**src/design/prp_pkg.sv**
```systemverilog
// Shared types and register codes for the point rotation block.
// Used by prp_dot and point_rotate_about_pivot; depends on nothing.
`default_nettype none

package prp_pkg;

  localparam int unsigned CFG_IDX_W = 3;

  typedef enum logic [CFG_IDX_W-1:0] {
    REG_ROW0  = 3'd0,
    REG_ROW1  = 3'd1,
    REG_ROW2  = 3'd2,
    REG_PIV_X = 3'd3,
    REG_PIV_Y = 3'd4,
    REG_PIV_Z = 3'd5
  } prp_reg_e;

  typedef struct packed {
    logic mul;
    logic comb;
    logic sum;
  } prp_dot_en_t;

endpackage

`default_nettype wire

```
**src/design/prp_dot.sv**
```systemverilog
// One matrix row dot product: split partial products, recombine, sum and round.
// Three register stages; imports prp_pkg for the stage enable struct.
`default_nettype none

module prp_dot
  import prp_pkg::*;
#(
  parameter int unsigned COORD_W = 24,
  parameter int unsigned COEF_W  = 16
) (
  input  logic                             clk_i,
  input  prp_dot_en_t                      en_i,
  input  logic [3*COEF_W-1:0]              row_i,
  input  logic [3*(COORD_W+1)-1:0]         diff_i,
  output logic [COEF_W+COORD_W+2:0]        sum_o
);

  localparam int unsigned DW   = COORD_W + 1;
  localparam int unsigned LW   = DW / 2;
  localparam int unsigned HW   = DW - LW;
  localparam int unsigned PLW  = COEF_W + LW + 1;
  localparam int unsigned PHW  = COEF_W + HW;
  localparam int unsigned PW   = COEF_W + DW;
  localparam int unsigned SW   = PW + 2;
  localparam int unsigned FRAC = COEF_W - 2;
  localparam logic signed [SW-1:0] RND = SW'(1) <<< (FRAC - 1);

  logic signed [PW-1:0] prod [3];
  logic signed [SW-1:0] sum_d;
  logic signed [SW-1:0] sum_q;

  for (genvar j = 0; j < 3; j++) begin : g_col
    logic signed [COEF_W-1:0] coef;
    logic signed [PLW-1:0]    lo_ext;
    logic signed [HW-1:0]     hi;
    logic signed [PLW-1:0]    pl_d;
    logic signed [PLW-1:0]    pl_q;
    logic signed [PHW-1:0]    ph_d;
    logic signed [PHW-1:0]    ph_q;
    logic signed [PW-1:0]     p_d;
    logic signed [PW-1:0]     p_q;

    assign coef   = row_i[j*COEF_W +: COEF_W];
    assign lo_ext = PLW'(diff_i[j*DW +: LW]);
    assign hi     = diff_i[j*DW+LW +: HW];
    assign pl_d   = PLW'(coef) * lo_ext;
    assign ph_d   = PHW'(coef) * PHW'(hi);
    assign p_d    = (PW'(ph_q) <<< LW) + PW'(pl_q);

    always_ff @(posedge clk_i) begin
      if (en_i.mul) begin
        pl_q <= pl_d;
        ph_q <= ph_d;
      end
      if (en_i.comb) begin
        p_q <= p_d;
      end
    end

    assign prod[j] = p_q;
  end

  assign sum_d = SW'(prod[0]) + SW'(prod[1]) + SW'(prod[2]) + RND;

  always_ff @(posedge clk_i) begin
    if (en_i.sum) begin
      sum_q <= sum_d;
    end
  end

  assign sum_o = sum_q;

endmodule

`default_nettype wire

```
**config.mk**
```make
export PLATFORM = sky130hd
export DESIGN_NAME = prp_dot
export DESIGN_NICKNAME = d
export VERILOG_FILES = /design/src/design/prp_pkg.sv /design/src/design/prp_dot.sv
export SDC_FILE = /design/constraint.sdc
export NUM_CORES = 2
export LEC_CHECK = 0
export BUFFER_PORTS_ARGS = -buffer_cell sky130_fd_sc_hd__buf_4
export CELL_PAD_IN_SITES_DETAIL_PLACEMENT = 0
export CELL_PAD_IN_SITES_GLOBAL_PLACEMENT = 1
export CORE_MARGIN = 3
export CORE_UTILIZATION = 45
export CTS_CLUSTER_DIAMETER = 100
export DETAILED_ROUTE_END_ITERATION = 8
export PLACE_DENSITY_LB_ADDON = 0.1
export SLEW_MARGIN = 10
export SYNTH_ARGS = -nofsm -noshare
export SYNTH_HDL_FRONTEND = slang
export SYNTH_SLANG_ARGS = --single-unit
```
**constraint.sdc**
```tcl
create_clock -name clk_i -period 6.5 [get_ports clk_i]
set_input_delay 0.325 -clock clk_i [delete_from_list [all_inputs] [get_ports clk_i]]
set_output_delay 0.325 -clock clk_i [all_outputs]
set_load 0.01 [all_outputs]
```
==> impl_metrics.env <==
export IMPL_cts_tree="done"
export IMPL_layout_min_cycle_time_ns=5.64
export IMPL_grt_use_met1_pct=31.7
export IMPL_cts_root_buf="clkbuf_16"
export IMPL_finalSetupViolCount=0
export IMPL_cts_buffers_inserted=40
export IMPL_slew_viol_final=0
export IMPL_yosysSeqAreaShare_pct=16.5
export IMPL_hold_viol=0
export IMPL_post_cts_setup_buffers=0
export IMPL_dr_pass1_iters=5
export IMPL_die_y_um=376
export IMPL_finalCritPeriodShare_pct=86.8
export IMPL_grt_start_max_net_pins=84
export IMPL_use_met2_pct=37.5
export IMPL_synth_avg_cell_area_um2=9.83
export IMPL_cts_sinks=340
export IMPL_synth_area_top_cells="fa_1, edfxtp_1, ha_1, inv_1, and2_1"
export IMPL_syn_nets=8155
export IMPL_cp_end_kind="flop"
export IMPL_postCtsResizedCells=0
export IMPL_grt_pass1_vias=45000
export IMPL_cp_cell_sequence="buf_4 > and2_1 > fa_1 > inv_1 > fa_1 > inv_1 > fa_1 > fa_1 > fa_1 > ha_1 > ha_1 > a21o_1 > a21oi_1 > nor2_1 > o31a_1 > o31ai_1 > a31oi_1 > a211o_1 > a21oi_1 > xnor2_1"
export IMPL_ios=170
export IMPL_ctsHoldBuffers=0
export IMPL_overflow=0
export IMPL_relSlewSlack_pct=35.2
export IMPL_htreeDepth=2
export IMPL_route_detailed_drc=0
export IMPL_post_drt_wl_per_cell_um=18.5
export IMPL_synth_area_um2=61700
export IMPL_synth_seq_cells=340
export IMPL_slowest_delay_ns=0.56
export IMPL_busiest_layer="met2"
export IMPL_ant_nets=0
export IMPL_fmax_mhz=177
export IMPL_setup_tns_final_ns=0
export IMPL_yosys_most_used_dff="edfxtp_1"
export IMPL_clock_skew_ns=0.0569
export IMPL_drive_above_1_share_pct=4.57
export IMPL_path_max_fanout=25
export IMPL_synth_area_leader_cell="fa_1"
export IMPL_cp_data_arrival_time_ns=5.93
export IMPL_nNetsFinal=8220
export IMPL_grt_usage_pct=22.3
export IMPL_drt_iter0_markers=2164
export IMPL_die_area_um2=142000
export IMPL_synth_edf_count=340
export IMPL_io_buffers=169
export IMPL_crit_type="in -> reg"
export IMPL_path_delay_family="adder cells"
export IMPL_max_clock_path_buffers=3
export IMPL_cp_slowest_cell="fa_1"
export IMPL_crit_top_cell="fa_1"
export IMPL_rsz0062_at_grt="false"
export IMPL_max_cap_violations=0
export IMPL_netlist_instances=6279
export IMPL_synth_warnings=0
export IMPL_grt_pass1_wl_um=249000
export IMPL_place_congestion=0.829
export IMPL_status="complete, no violations"
export IMPL_async_flop_share_pct=0
export IMPL_grt_met3_usage_pct=2.44
export IMPL_worst_slew_pin_slew_ns=0.972
export IMPL_final_cell_mix="inv_1, fa_1, nand2_1"
export IMPL_dp_hpwl_um=122000
export IMPL_crit_buf_inv=3
export IMPL_vias=41500
export IMPL_crit_required_ns=6.79
export IMPL_start_util_pct=45.4
export IMPL_antenna_found_initial=4
export IMPL_die_x_um=376
export IMPL_routed_via_density=5.10
export IMPL_post_place_ws_ns=0.261
export IMPL_synth_top_area_share_pct=37.8
export IMPL_hp_class="in -> reg"
export IMPL_clkTransAtPathRegs_ns=0.06
export IMPL_area_growth_pct=7.28
export IMPL_clk_latency_ns=0.59
export IMPL_worst_setup_path_start_kind="input pin"
export IMPL_setup_ws_ns=0.856
export IMPL_mostFrequentLayoutCell="inv_1"
export IMPL_yosysUniqueCellTypes=72
export IMPL_core_um2=136000
export IMPL_drt_total_wl_um=151000
export IMPL_fp_row_count=135
## area by class of cell
cell class                 instances  area (um^2)
tap                             1781         2230
sequential                       340        10200
inverter                        1379         5180
clock buffer                      43         1010
clock inverter                    24          382
fill                           12900        69600
multi-input combinational       4376        45600
antenna                            1         2.50
timing repair buffer             207         1560
## registers in the layout, summed over array words and instances (netlist names)
name and count:
g_col.p_q 123, g_col.pl_q 87, sum_o 43, g_col.ph_q 87
## per-stage QoR
stage	area, um^2	hold slack, ns	utilization, %	cells
after CTS	66200	0.179	48.7	8150
after detailed placement	64800	0.405	47.7	8083
after floorplan	61700	0.400	-	6279
after global placement	64800	0.401	47.7	8083
after global routing	66200	0.209	48.7	8150
final	66200	0.219	48.7	8151
## worst paths after layout
path,start,to,slack (ns),cells after the start
hold / removal,diff_i[50],g_col[2].pl_q[0],0.22,2
setup reg to reg,g_col[0].p_q[3],sum_o[39],1.59,12
setup / recovery,row_i[29],g_col[1].ph_q[28],0.86,20
hold reg to reg,g_col[0].pl_q[8],g_col[0].p_q[8],0.41,0
## cell usage after synthesis (all sizes together) (9+ instances only)
cell    count
xnor2     219
a21boi     14
nor2      163
o21a       37
a31oi      19
a21oi     215
nor2b      30
nand2     743
o211ai     12
nand4      18
or2        10
fa       1164
edfxtp    340
a211o       9
o21ai     105
and2      518
and3       32
or3        12
a21o      117
nand2b     37
o21bai     32
nor3       36
nand3      47
xor2       59
clkbuf    184
ha        585
o31ai       9
a211oi     29
inv      1379
## metal layers
metal	vias up	wire length (um)
met5	-	0
li1	19500	-
met3	115	6400
met4	0	2300
met2	711	71900
met1	21200	70300
## cells by family (layout without fill, tap and decap cells)
group	Yosys count	after routing	share of synthesized area (%)
other	0	1	0
and+or+nand+nor	1677	1677	13.3
xor gates and xnor gates	278	278	3.95
adders and majority gates	1749	1749	49.6
muxes	6	6	0.0973
DFF	340	340	16.5
AOI/OAI and AO/OA	666	666	7.00
buffers and inverters	1563	1653	9.51
## worst reg2reg max path, stage by stage, from the launching register on
cell	delay, ns
edfxtp_1	0.40
fa_1	0.49
ha_1	0.33
ha_1	0.30
a211oi_1	0.23
o21bai_1	0.19
o21ai_0	0.75
a21oi_1	0.21
a2111oi_0	0.65
o21ai_0	0.34
a21oi_1	0.26
o21ai_0	0.24
xor2_1	0.22
Power is left out: the tool's default activity adds up to more than one toggle a clock period on the data nets, which glitch-free logic cannot reach.
