--- src/design/prp_sub.sv ---
// Pivot subtract stage: registers the point minus the pivot on all three axes.
// Standalone; no package needed.
`default_nettype none

module prp_sub #(
  parameter int unsigned COORD_W = 24
) (
  input  logic                       clk_i,
  input  logic                       en_i,
  input  logic [3*COORD_W-1:0]       pt_i,
  input  logic [3*COORD_W-1:0]       piv_i,
  output logic [3*(COORD_W+1)-1:0]   diff_o
);

  localparam int unsigned DW = COORD_W + 1;

  for (genvar j = 0; j < 3; j++) begin : g_axis
    logic signed [COORD_W-1:0] pt;
    logic signed [COORD_W-1:0] pv;
    logic signed [DW-1:0]      diff_d;
    logic signed [DW-1:0]      diff_q;

    assign pt     = pt_i[j*COORD_W +: COORD_W];
    assign pv     = piv_i[j*COORD_W +: COORD_W];
    assign diff_d = DW'(pt) - DW'(pv);

    always_ff @(posedge clk_i) begin
      if (en_i) begin
        diff_q <= diff_d;
      end
    end

    assign diff_o[j*DW +: DW] = diff_q;
  end

endmodule

`default_nettype wire

--- config.mk ---
export PLATFORM = sky130hd
export DESIGN_NAME = prp_sub
export DESIGN_NICKNAME = d
export VERILOG_FILES = /design/src/design/prp_sub.sv
export SDC_FILE = /design/constraint.sdc
export NUM_CORES = 1
export LEC_CHECK = 0
export ABC_AREA = 1
export ABC_CLOCK_PERIOD_IN_PS = 3200
export BUFFER_PORTS_ARGS = -buffer_cell sky130_fd_sc_hd__buf_4
export CELL_PAD_IN_SITES_DETAIL_PLACEMENT = 0
export CELL_PAD_IN_SITES_GLOBAL_PLACEMENT = 1
export CORE_MARGIN = 2
export CORE_UTILIZATION = 39
export CTS_CLUSTER_DIAMETER = 120
export DETAILED_ROUTE_END_ITERATION = 8
export PLACE_DENSITY = 0.95
export SETUP_SLACK_MARGIN = 0.4
export SLEW_MARGIN = 20
export SYNTH_ARGS = -nofsm -noshare
export SYNTH_HDL_FRONTEND = slang
export SYNTH_SLANG_ARGS = --single-unit
--- constraint.sdc ---
create_clock -name clk_i -period 3.2 [get_ports clk_i]
set_clock_uncertainty 0.05 [all_clocks]
set_input_delay 0.96 -clock clk_i [delete_from_list [all_inputs] [get_ports clk_i]]
set_output_delay 0.96 -clock clk_i [all_outputs]
set_load 0.02 [all_outputs]
==> metrics.md, run 1 <==
| Metric | Value |
|---|---|
| Starting density of the core | `0.3950` |
| Area occupied by registers | `2252 µm²` |
| Area grow syn2layout | `28.90%` |
| Grt ovf | `0` |
| Initial antenna violation count | `0` |
| DIE AREA | `21520 µm²` |
| Synth cell types | `18` |
| Crit share post-route | `0.7626` |
| #FFs+latches synth | `75` |
| WL met2 | `10.64 mm` |
| Via count | `8195` |
| Synth area leaders | `edfxtp_1 (28%), nand2_1 (25%), inv_1 (16%)` |
| Count of flip-flops with a built-in enable after synthesis | `75` |
| Max FO, Critical Path | `4` |
| Syn_nets | `1514` |
| Share of cells above drive strength 1 | `0.1614` |
| Place WS | `0.4025 ns` |
| Period minus WS final | `2.440 ns` |
| HPWL Detailed | `19.01 mm` |
| Core Area | `20100 µm²` |
| WP data required | `3.25 ns` |
| Vias in the first global route | `7866` |
| Routed wire length per instance | `12.56 µm` |
| Post-CTS sizing | `0` |
| Design Power | `3.965 mW` |
| CTS Hold Bufs | `0` |
| Total iterations of the first detailed-routing run | `5` |
| Post-synth ARST share | `0` |
| Total setup buffers inserted after CTS | `0` |
| Top cell type's share of synthesized area | `0.2836` |
| Setup CP Type | `input pin to flop` |
| Most numerous cell in the Yosys netlist | `nand2_1` |
| CTS buffer count | `9` |
| Cells after Synth | `1293` |
| CP Launch Type | `input pin` |
| Synth warnings | `0` |
| # diodes | `0` |
| Max reg flops | `75` |
| Mapped cell area | `7941 µm²` |
| DRC violations left | `0` |
| Final setup fails | `0` |
| Io pins | `221` |
| Outcome | `finished, final reports clean` |
| Gr usage total | `0.2117` |
| Crit. End Element | `flop` |
| First DRT Iteration DRCs | `345` |
| Buffers added on ports | `220` |
| Die X | `146.7 µm` |
| M1 WL | `10.37 mm` |
| Top sig layer | `met4` |
| Top_reg_cell synth | `edfxtp_1` |
| Crit. Startpoint | `pt_i[0]` |
| Largest regs | `g_axis.diff_q x75` |
| Die Ht | `146.7 µm` |
| Slew HR | `0.6334` |
| Hold Startpoint | `piv_i[0]` |
| Max Buffers Root-to-Sink | `2` |
| RSZ-0062 raised after global routing | `false` |
| Worst min path class | `input pin to flop` |
| Worst-Margin Slew | `0.5499 ns` |
| CTS H-tree depth | `3` |
| Clock slew at reported path FFs | `0.07 ns` |
| Fin Setup TNS | `0 ns` |
| VDD IR max | `0.2463 mV` |
| Worst setup margin | `0.7597 ns` |
| # rows | `52` |
| WP data arrival | `2.49 ns` |
| Final Hold Viols | `0` |
| DR vias/cell | `4.553` |
| Post-synthesis sequential area ratio | `0.2836` |
| Final ANT Viol Nets | `0` |
| Root Buffer Master | `clkbuf_16` |
| Filler cells | `2095` |
| LEAKAGE | `6.149 nW` |
| Synth area leader | `edfxtp_1` |
| Routed WL | `22.60 mm` |
| First-pass GRT wire length | `36.92 mm` |
| Max Fclk | `409.8 MHz` |
| Routed wl met3 | `1.347 mm` |
| Clk sinks | `75` |
| Max-Cap Viols | `0` |
| Largest net degree at the start of global routing | `42` |
| Slew Viols, Final | `0` |
| CTS tree | `built` |
| Post-synth top cells | `nand2_1 (526), inv_1 (344), nor2_1 (86)` |
| PD cells | `387.3 nW/µm²` |
| Multi-input logic area | `4398 µm²` |
| RePlAce Congestion | `0.8881` |
| Final #Nets | `1746` |
| Synth Area per Inst | `6.142 µm²` |
| Top reg by flops | `g_axis.diff_q` |
## layer usage
layer  GRT usage  vias to the layer above
met1      0.2762                     3615
met5           0                        -
met2      0.3678                      228
li1            -                     4334
met3     0.03634                       18
met4     0.04709                        0
## area by class of cell
class                      count  area share
inverter                     344      0.1261
tap                          270     0.03300
clock buffer                  10     0.02237
multi-input combinational    874      0.4297
timing repair buffer         221      0.1633
sequential                    75      0.2200
clock inverter                 6    0.005501
## logic make-up after synthesis
| kind of cell | count (synthesis) | share of synthesized area |
|---|---|---|
| AO/OA/AOI/OAI | 37 | 0.02332 |
| XOR/XNOR | 38 | 0.04191 |
| adder cells (fa/ha/maj) | 75 | 0.1210 |
| buffers and inverters | 344 | 0.1626 |
| flip-flops | 75 | 0.2836 |
| AND/OR/NAND/NOR | 724 | 0.3676 |
## power by group
| group | switching, mW | internal [mW] |
|---|---|---|
| Combinational | 0.959 | 0.635 |
| Sequential | 0.0544 | 1.29 |
| Clock | 0.432 | 0.597 |
| Total | 1.45 | 2.52 |
## metrics by stage
stage / area (µm²) / cells / hold slack, ns / util
3_3_place_gp: 9951 / 1784 / 1.302 / 0.4950
3_5_place_dp: 9951 / 1784 / 1.314 / 0.4950
6_report: 10240 / 1800 / 0.9411 / 0.5091
4_1_cts: 10240 / 1800 / 0.9367 / 0.5091
2_1_floorplan: 7941 / 1293 / 1.023 / -
5_1_grt: 10240 / 1800 / 0.9568 / 0.5091
## cells in the final DEF, fill, tap and decap left out
cell / count
fa_1: 3
nand2_1: 526
clkbuf_1: 1
nand3_1: 62
nand2_2: 2
ha_1: 72
xor2_1: 35
or2_2: 2
clkinvlp_4: 2
bufinv_16: 1
buf_12: 1
clkinv_1: 3
nand4_1: 19
inv_1: 344
a21oi_1: 37
xnor2_1: 3
edfxtp_1: 75
nor3_1: 6
and2_1: 5
clkbuf_16: 9
nand3b_1: 5
buf_4: 220
nor2_2: 10
nor2_1: 86
or2_0: 1
## worst paths after layout
check                                       endpoint  slack [ns]  cells after the start
worst max-delay path  g_axis[0].diff_q[24]$_DFFE_PP_        0.76                     12
worst min-delay path   g_axis[0].diff_q[0]$_DFFE_PP_        0.94                      3
## critical path, cell delays in order
cell and delay [ns]:
buf_4 0.08, inv_1 0.03, ha_1 0.23, fa_1 0.44, inv_1 0.12, nand2_1 0.06
nand2_1 0.08, nand3_1 0.07, nand2_1 0.18, nand2_1 0.10, nand4_1 0.09, nand2_1 0.05
Note: power is estimated with default switching activity, not from simulation.
==> run 2, diff against run 1 <==
- ABC_CLOCK_PERIOD_IN_PS: 3200 -> 2400
- CORE_UTILIZATION: 39 -> 37
- PLACE_DENSITY: 0.95 -> 0.93
- clock period: 3.2 -> 2.4 ns (I/O delays scaled with it)
==> run 2 against run 1 <==
Effect of this change: first-iteration DRC count up 22%; clock-buffer cell count down 1; combinational power up 49%; largest cell class unchanged; largest power group unchanged.
==> metrics.md, run 2 (synthesized netlist as in run 1, its figures left out) <==
| Metric | Value |
|---|---|
| First-pass GRT wire length | `36.02 mm` |
| Buffers and inverters on the worst path | `1` |
| Grt met1 use | `0.2653` |
| Root Buffer Master | `clkbuf_16` |
| Final instance area | `11130 µm²` |
| Worst min path class | `input pin to flop` |
| Max FO, Critical Path | `4` |
| First DRT Iteration DRCs | `422` |
| Hold slack | `0.6864 ns` |
| RSZ-0062 raised after global routing | `true` |
| Max Fclk | `500.4 MHz` |
| # diodes | `0` |
| Clock power frac | `0.292` |
| Setup CP Type | `input pin to flop` |
| Final Hold Viols | `0` |
| Io pins | `221` |
| RePlAce Congestion | `0.8949` |
| Buffers added on ports | `220` |
| Routed wire length per instance | `12.95 µm` |
| # rows | `53` |
| Crit share post-route | `0.8327` |
| Via count | `8228` |
| Final #Nets | `1761` |
| LEAKAGE | `6.286 nW` |
| CTS Hold Bufs | `0` |
| PD cells | `528.2 nW/µm²` |
| Slew Viols, Final | `0` |
| WP data arrival | `2.05 ns` |
| Routed WL | `23.57 mm` |
| Max reg flops | `75` |
| Fin Setup TNS | `0 ns` |
| CP top delay family | `simple AND/OR/NAND/NOR gates` |
| Most Used Layer, Global Route | `met2` |
| Final ANT Viol Nets | `0` |
| Top reg by flops | `g_axis.diff_q` |
| Met2 Use GR | `0.3393` |
| Die X | `150.5 µm` |
| Seq pwr share | `0.305` |
| Crit. End Element | `flop` |
| Slowest-stage cell, CP | `ha_1` |
| Clk sinks | `75` |
| Outcome | `finished, final reports clean` |
| Grt ovf | `0` |
| Post-Place Cell Area | `10220 µm²` |
| Worst-Margin Slew | `0.4902 ns` |
| HPWL Detailed | `19.01 mm` |
| Max-Cap Viols | `0` |
| WP data required | `2.45 ns` |
| DRC violations left | `0` |
| Met3 usage | `0.02879` |
| Switch share | `0.3508` |
| CP max stage delay | `0.37 ns` |
| Share of cells above drive strength 1 | `0.2686` |
| Post-layout util | `0.5294` |
| Slew HR | `0.6732` |
| Max Buffers Root-to-Sink | `2` |
| CTS tree | `built` |
| Die Ht | `150.5 µm` |
| CP Launch Type | `input pin` |
| DIE AREA | `22650 µm²` |
| Starting density of the core | `0.3778` |
| Leading cell type in the layout, fill and taps excluded | `nand2_1` |
| Comb power frac | `0.403` |
| Crit path cell chain | `buf_4, ha_1, nand2_1, nor2_2, nand2_1, nor2_1, nand2_1, nand4_1, nand2_1` |
| Largest net degree at the start of global routing | `76` |
| Net load switching power | `2.062 mW` |
| Vias in the first global route | `7613` |
| Gr usage total | `0.2016` |
| Period minus WS final | `1.998 ns` |
| Area grow syn2layout | `40.13%` |
| Design Power | `5.878 mW` |
| Core Area | `21020 µm²` |
| Cell Int Power | `3.816 mW` |
| Most frequent cells in the layout | `nand2_1 (482), inv_1 (337), buf_4 (232), edfxtp_1 (75), nor2_1 (62)` |
| CTS buffer count | `9` |
| Initial antenna violation count | `0` |
| Largest regs | `g_axis.diff_q x75` |
| Total iterations of the first detailed-routing run | `5` |
| VDD IR max | `0.3047 mV` |
| Most frequent CP cell | `nand2_1` |
| Clock slew at reported path FFs | `0.07 ns` |
| Final setup fails | `0` |
| CTS H-tree depth | `3` |
| DR vias/cell | `4.521` |
[run 2: changes by cell type in the layout (fill, tap and decap cells not counted), sizes merged]
cell    delta
clkinv     -2
clkbuf     -1
bufinv     +3
buf       +15
[run 2: worst paths after layout]
kind	start	to	slack, ns	cells after the start
worst max-delay path	pt_i[8]	g_axis[0].diff_q[21]$_DFFE_PP_	0.40	9
worst min-delay path	piv_i[24]	g_axis[1].diff_q[0]$_DFFE_PP_	0.69	3
[run 2: cell type report]
type / instances / area (µm²)
multi-input cells: 874 / 5054
well taps: 275 / 344.1
clock inverters: 7 / 140.1
clock buffers: 9 / 225.2
flip-flops and latches: 75 / 2252
repair buffers: 236 / 1799
fillers: 2086 / 9893
inverters: 344 / 1314
[run 2: power by group through the flow]
stage	Clock [mW]	Sequential, mW	Combinational, mW
after floorplan	0	2.06	1.08
after global placement	0	1.82	2.18
after detailed placement	0	1.82	2.20
after CTS	1.76	1.80	2.22
after global routing	1.82	1.81	2.62
final	1.72	1.79	2.37
[run 2: per-layer routing]
| metal | wire length (µm) | part of all wire |
|---|---|---|
| met5 | 0 | 0 |
| met4 | 535 | 0.023 |
| met3 | 1450 | 0.062 |
| met2 | 11130 | 0.47 |
| met1 | 10450 | 0.44 |
[run 2: stage by stage]
step           cells  setup slack [ns]
5_1_grt         1820            0.2951
2_1_floorplan   1293            0.3377
3_5_place_dp    1799          -0.03716
3_3_place_gp    1799          -0.03603
4_1_cts         1818            0.3936
6_report        1820            0.4015
[run 2: timing repair]
item                       CTS  global route
pin swaps                    5            19
gates resized for setup      5           128
setup buffers                3             2
setup endpoints to repair   11            47
