--- config.mk ---
export PLATFORM = sky130hd
export DESIGN_NAME = prp_sat
export DESIGN_NICKNAME = d
export VERILOG_FILES = /design/src/design/prp_sat.sv
export SDC_FILE = /design/constraint.sdc
export NUM_CORES = 1
export LEC_CHECK = 0
export BUFFER_PORTS_ARGS = -buffer_cell sky130_fd_sc_hd__buf_2
export CORE_UTILIZATION = 39
export DETAILED_ROUTE_END_ITERATION = 8
export GPL_TIMING_DRIVEN = 0
export PLACE_DENSITY = 0.71
export SYNTH_ARGS = -nofsm -noshare
export SYNTH_HDL_FRONTEND = slang
export SYNTH_SLANG_ARGS = --single-unit
--- constraint.sdc ---
create_clock -name clk_i -period 4.2 [get_ports clk_i]
set_clock_uncertainty 0.1 [all_clocks]
set_input_delay 0.42 -clock clk_i [delete_from_list [all_inputs] [get_ports clk_i]]
set_output_delay 0.42 -clock clk_i [all_outputs]
set_load 0.01 [all_outputs]
--- src/design/prp_sat.sv ---
// Output stage for one axis: drop fraction bits, add the pivot back, saturate.
// Standalone; no package needed.
`default_nettype none

module prp_sat #(
  parameter int unsigned COORD_W = 24,
  parameter int unsigned COEF_W  = 16
) (
  input  logic                       clk_i,
  input  logic                       en_i,
  input  logic [COEF_W+COORD_W+2:0]  sum_i,
  input  logic [COORD_W-1:0]         piv_i,
  output logic [COORD_W-1:0]         res_o,
  output logic                       ovf_o
);

  localparam int unsigned SW   = COEF_W + COORD_W + 3;
  localparam int unsigned FRAC = COEF_W - 2;
  localparam int unsigned HW   = SW - FRAC;
  localparam int unsigned TW   = HW + 1;
  localparam logic signed [TW-1:0] MAXV = TW'({1'b0, {(COORD_W-1){1'b1}}});
  localparam logic signed [TW-1:0] MINV = ~MAXV;

  logic signed [HW-1:0]      sh;
  logic signed [COORD_W-1:0] pv;
  logic signed [TW-1:0]      t;
  logic [COORD_W-1:0]        res_d;
  logic [COORD_W-1:0]        res_q;
  logic                      ovf_d;
  logic                      ovf_q;

  assign sh = sum_i[SW-1:FRAC];
  assign pv = piv_i;
  assign t  = TW'(sh) + TW'(pv);

  always_comb begin
    if (t > MAXV) begin
      res_d = MAXV[COORD_W-1:0];
      ovf_d = 1'b1;
    end else if (t < MINV) begin
      res_d = MINV[COORD_W-1:0];
      ovf_d = 1'b1;
    end else begin
      res_d = t[COORD_W-1:0];
      ovf_d = 1'b0;
    end
  end

  always_ff @(posedge clk_i) begin
    if (en_i) begin
      res_q <= res_d;
      ovf_q <= ovf_d;
    end
  end

  assign res_o = res_q;
  assign ovf_o = ovf_q;

endmodule

`default_nettype wire

==> results.sh, run 1 <==
export IMPL_synth_cell_types=56
export IMPL_critPathMaxStageDelay_ns=0.44
export IMPL_path_clk_slew_ns=0.08
export IMPL_final_cells=468
export IMPL_tns_ns=0
export IMPL_antenna_found_initial=0
export IMPL_ios=94
export IMPL_layout_area_overhead_vs_synth_pct=20.2
export IMPL_numClockSinks=25
export IMPL_drv_slew=0
export IMPL_period_minus_slack_ns=3.52
export IMPL_vias=2522
export IMPL_yosys_area_top_type="edfxtp_1"
export IMPL_postCtsSetupBuffers=0
export IMPL_synth_common_cells="a21oi_1 (33), nand2_1 (30), ha_1 (29)"
export IMPL_holdCritPathClass="in2reg"
export IMPL_max_slew_margin_pct=64.8
export IMPL_required_ns=4.10
export IMPL_multi_input_area_mm2=0.00196
export IMPL_fin_nets=472
export IMPL_h_tree_depth=1
export IMPL_yosysMostFrequentCell="a21oi_1"
export IMPL_vias_per_cell=5.39
export IMPL_port_buffers=79
export IMPL_ant_nets=0
export IMPL_cts_root_buf="clkbuf_8"
export IMPL_cts_resized=0
export IMPL_dr_pass1_iters=4
export IMPL_cp_arrival_ns=3.42
export IMPL_synthTopCellsByArea="edfxtp_1 (27%), ha_1 (13%), a21oi_1 (6.0%), o21bai_1 (5.1%), nand2_1 (4.1%)"
export IMPL_gr_total_overflow=0
export IMPL_startpoint_type="input pin"
export IMPL_fillers=680
export IMPL_routed_wl_mm=6.33
export IMPL_dieArea_mm2=0.00746
export IMPL_num_rows=30
export IMPL_cp_slowest_cell="fa_1"
export IMPL_drive_above_1_share_pct=31.5
export IMPL_fin_util_pct=48.8
export IMPL_ys_flop_type="edfxtp_1"
export IMPL_grt_max_degree=26
export IMPL_grt_util_all_layers_pct=17.3
export IMPL_synth_async_reset_ratio_pct=0
export IMPL_synth_area_mm2=0.00278
export IMPL_postSynthAreaPerCell_um2=9.60
export IMPL_cts_buffer_depth=2
export IMPL_worst_slew_pin_slew_ns=0.528
export IMPL_rsz0062_at_grt="no"
export IMPL_vdd_drop_max_uv=127
export IMPL_yosys_area_top_type_share_pct=27.1
export IMPL_p_leak_nw=1.37
export IMPL_core_area_mm2=0.00683
export IMPL_synth_edff_count=25
export IMPL_diodes=0
export IMPL_die_w_um=86.4
export IMPL_postCtsHoldBufs=0
export IMPL_post_drt_wl_per_cell_um=13.5
export IMPL_initial_utilization_pct=40.6
export IMPL_die_h_um=86.4
export IMPL_setup_viol=0
export IMPL_synthCells=289
export IMPL_grt_pass1_wl_mm=10.4
export IMPL_grt_pass1_vias=2281
export IMPL_cts_buffers_inserted=3
export IMPL_worstSetupEndpointType="flop"
export IMPL_gp_congestion=0.891
export IMPL_dp_cells=464
export IMPL_synth_nets=388
export IMPL_cap_violations=0
export IMPL_yosysWarningCount=0
export IMPL_drt_iter0_markers=110
export IMPL_p_per_area_mw_per_mm2=283
export IMPL_place_hpwl_mm=5.45
export IMPL_status="completed"
export IMPL_finalCritPeriodShare_pct=83.8
export IMPL_drc=0
export IMPL_path_cells="buf_2 > ha_1 > fa_1 > a211oi_2 > o21ai_1 > a22oi_2 > a2111oi_4 > or3_1 > a211oi_4 > a31oi_4 > buf_6 > o21bai_1"
export IMPL_ff_latch_area_um2=751
export IMPL_critical_path_class="in2reg"
export IMPL_synth_seq_area_share_pct=27.1
export IMPL_timing_fmax_mhz=284
export IMPL_critPathTopFamily="compound AO/OA/AOI/OAI gates"
export IMPL_hold_violations=0
export IMPL_crit_path_max_fanout=10
export IMPL_tritoncts="built"
export IMPL_ys_ff_latch=25
export IMPL_crit_buf_inv=2
==> power by group <==
| group | switching [mW] | total [mW] | leakage, nW | internal (mW) |
|---|---|---|---|---|
| registers | 0.00760 | 0.331 | 0.248 | 0.323 |
| logic | 0.280 | 0.479 | 1.10 | 0.198 |
| clock network | 0.0674 | 0.135 | 0.0228 | 0.0675 |
==> layer usage <==
metal  vias up  part of all wire (%)  GRT usage, %
met3         6                   3.8         0.857
li1       1297                     -             -
met1      1142                    50          24.3
met2        77                    45          29.1
met4         0                   1.2          4.39
met5         -                     0             0
==> tightest hold or removal path, stage by stage <==
cell and delay [ns]:
buf_2 0.08, ha_1 0.12, inv_1 0.04, o21bai_1 0.12
==> final timing paths <==
kind                      start        end  slack, ns  cells after the start
worst max-delay path  sum_i[14]  res_o[11]       0.68                     12
worst min-delay path   piv_i[0]   res_o[0]       0.52                      4
==> per-stage QoR <==
step	power [mW]	setup slack (ns)	hold WS, ns	cell area, um2
after detailed placement	0.813	0.427	0.728	3290
after floorplan	0.677	0.849	0.432	2780
after CTS	0.947	0.690	0.514	3340
after global placement	0.804	0.477	0.727	3290
after global routing	1.01	0.550	0.562	3340
final	0.944	0.681	0.517	3340
==> state kept, by name, indices dropped and copies added (netlist names) <==
register	count
res_o	24
ovf_o	1
==> cell type report <==
type	instances	area share, %
timing repair buffer	79	11.9
clock buffer	4	1.35
buffer	4	1.16
multi-input combinational	252	58.6
sequential	25	22.5
tap	96	3.60
inverter	8	0.900
==> cell usage in the layout, fill, tap and decap left out, types with 3 or more instances in the layout <==
cell type  instances
nand4_1            5
a21oi_1           33
clkbuf_8           3
nor2_1            15
buf_6              3
xnor2_1           11
nor3_1             4
nand2_1           30
o211ai_1           7
o21ai_1            4
inv_1              8
a21o_1             3
o21ai_2            4
xor2_1            12
a41o_2             4
o21a_1             3
o21ai_0           21
o21bai_1          19
edfxtp_1          25
ha_1              29
buf_2             79
==> logic make-up after synthesis <==
| logic type | share of synthesized area [%] |
|---|---|
| AO/OA/AOI/OAI | 35.8 |
| AND/OR/NAND/NOR | 13.1 |
| adder cells (fa/ha/maj) | 13.8 |
| flip-flops | 27.1 |
| XOR/XNOR | 7.84 |
| buffers and inverters | 2.48 |
No activity file was read; power rests on OpenSTA's default activity.
==> run 2, diff against run 1 <==
--- a/config.mk
+++ b/config.mk
@@ -9,7 +9,7 @@
 export CORE_UTILIZATION = 39
 export DETAILED_ROUTE_END_ITERATION = 8
 export GPL_TIMING_DRIVEN = 0
-export PLACE_DENSITY = 0.71
+export PLACE_DENSITY = 0.73
 export SYNTH_ARGS = -nofsm -noshare
 export SYNTH_HDL_FRONTEND = slang
 export SYNTH_SLANG_ARGS = --single-unit
==> constraint.sdc (replaced) <==
create_clock -name clk_i -period 3.2 [get_ports clk_i]
set_clock_uncertainty 0.1 [all_clocks]
set_input_delay 0.32 -clock clk_i [delete_from_list [all_inputs] [get_ports clk_i]]
set_output_delay 0.32 -clock clk_i [all_outputs]
set_load 0.01 [all_outputs]
==> run 2 against run 1 <==
Compared with the run above: routed wire length increased by 6.8%; design area increased by 6.4%; flip-flop and latch count unchanged; first-iteration DRC count decreased by 22%; combinational power increased by 48%; hold slack got worse by 0.075 ns; via count increased by 4.3%; final cell count increased by 3.2%; largest cell class unchanged; largest power group unchanged.
==> results.sh, run 2 (synthesized netlist as in run 1, its figures left out) <==
export IMPL_worstSetupEndpointType="flop"
export IMPL_place_area_mm2=0.00329
export IMPL_fillers=650
export IMPL_p_per_area_mw_per_mm2=371
export IMPL_critical_path_class="in2reg"
export IMPL_place_hpwl_mm=5.48
export IMPL_drive_above_1_share_pct=37.7
export IMPL_startpoint_type="input pin"
export IMPL_numClockSinks=25
export IMPL_finalPower_mw=1.32
export IMPL_vdd_drop_max_uv=146
export IMPL_initial_utilization_pct=40.6
export IMPL_max_slew_margin_pct=65.6
export IMPL_grt_pass1_vias=2391
export IMPL_timing_fmax_mhz=318
export IMPL_diodes=0
export IMPL_cts_buffers_inserted=3
export IMPL_cp_arrival_ns=3.06
export IMPL_setup_viol=0
export IMPL_ios=94
export IMPL_vias_per_cell=5.45
export IMPL_p_leak_nw=1.47
export IMPL_port_buffers=79
export IMPL_dr_pass1_iters=4
export IMPL_holdCritPathClass="in2reg"
export IMPL_cts_buffer_depth=2
export IMPL_required_ns=3.11
export IMPL_fin_nets=487
export IMPL_multi_input_area_mm2=0.00203
export IMPL_cap_violations=0
export IMPL_grt_pass1_wl_mm=10.8
export IMPL_vias=2631
export IMPL_post_drt_wl_per_cell_um=14.0
export IMPL_crit_path_max_fanout=5
export IMPL_num_rows=30
export IMPL_h_tree_depth=1
export IMPL_post_route_cell_area_mm2=0.00355
export IMPL_critPathMaxStageDelay_ns=0.39
export IMPL_grt_max_degree=26
export IMPL_dieArea_mm2=0.00746
export IMPL_gr_total_overflow=0
export IMPL_path_clk_slew_ns=0.08
export IMPL_gp_congestion=0.863
export IMPL_drc=0
export IMPL_worst_slew_pin_slew_ns=0.516
export IMPL_layout_commonest_cell="buf_2"
export IMPL_postCtsHoldBufs=0
export IMPL_die_h_um=86.4
export IMPL_finalCritPeriodShare_pct=98.3
export IMPL_period_minus_slack_ns=3.14
export IMPL_drt_iter0_markers=86
export IMPL_tritoncts="built"
export IMPL_cts_root_buf="clkbuf_8"
export IMPL_antenna_found_initial=0
export IMPL_hold_violations=0
export IMPL_ant_nets=0
export IMPL_routed_wl_mm=6.76
export IMPL_status="completed"
export IMPL_grt_util_all_layers_pct=18.0
export IMPL_ff_latch_area_um2=751
export IMPL_cp_slowest_cell="fa_2"
export IMPL_layout_area_overhead_vs_synth_pct=27.9
export IMPL_largest_register_ffs=24
export IMPL_die_w_um=86.4
export IMPL_drv_slew=0
export IMPL_final_cell_mix="buf_2 (79), a21oi_1 (30), nand2_1 (30), ha_1 (28), edfxtp_1 (25)"
export IMPL_core_area_mm2=0.00683
export IMPL_path_cells="buf_2 > ha_2 > fa_2 > a211oi_4 > o211ai_1 > a22oi_2 > buf_4 > and4bb_1 > nor4_4 > and2_2 > a41oi_4 > buf_6 > o21bai_1"
[run 2: final cells by class]
cell class | count | area share [%]
Clock buffer | 3 | 1.16
Multi-Input combinational cell | 252 | 57.2
Sequential cell | 25 | 21.2
Timing Repair Buffer | 94 | 15.0
Tap cell | 96 | 3.39
Clock inverter | 1 | 0.141
Inverter | 8 | 0.846
Buffer | 4 | 1.09
[run 2: layer usage]
| metal | global-route usage, % | part of all wire (%) | vias to the layer above | wire (um) |
|---|---|---|---|---|
| li1 | - | - | 1327 | - |
| met1 | 24.2 | 46 | 1195 | 3140 |
| met2 | 29.5 | 44 | 91 | 3000 |
| met3 | 1.81 | 5.9 | 18 | 401 |
| met4 | 8.03 | 3.3 | 0 | 222 |
| met5 | 0 | 0 | - | 0 |
[run 2: power by group]
group | switching, mW | internal (mW) | leakage, nW
sequential | 0.00952 | 0.424 | 0.248
combinational | 0.395 | 0.312 | 1.19
clock | 0.0915 | 0.0868 | 0.0255
[run 2: what timing repair did]
| item | CTS | global route |
|---|---|---|
| setup buffers | 4 | 10 |
| endpoints found under the setup margin | 18 | 23 |
| gates resized for setup | 3 | 18 |
| gates cloned | 0 | 1 |
| pin swaps | 4 | 14 |
[run 2: through the flow]
stage	setup slack, ns	cells	hold WS, ns	util (%)	TNS, ns
after floorplan	0.00638	289	0.332	-	0
after global placement	-0.356	464	0.631	48.2	-6.28
after detailed placement	-0.416	464	0.629	48.2	-7.63
after CTS	0.00891	472	0.427	49.5	0
after global routing	-0.00932	483	0.464	51.9	-0.0164
final	0.0554	483	0.442	51.9	0
[run 2: critical path, delay by kind of cell]
kind,cells,cell delay [ns]
compound gates,5,1.20
fa+ha+maj,2,0.59
simple gates,3,0.53
buf+inv,3,0.43
[run 2: path summary, 6_finish.rpt]
check | from | endpoint | slack (ns) | cells past startpoint
worst max-delay path | sum_i[14] | res_o[11] | 0.06 | 13
worst min-delay path | piv_i[0] | res_o[0] | 0.44 | 4
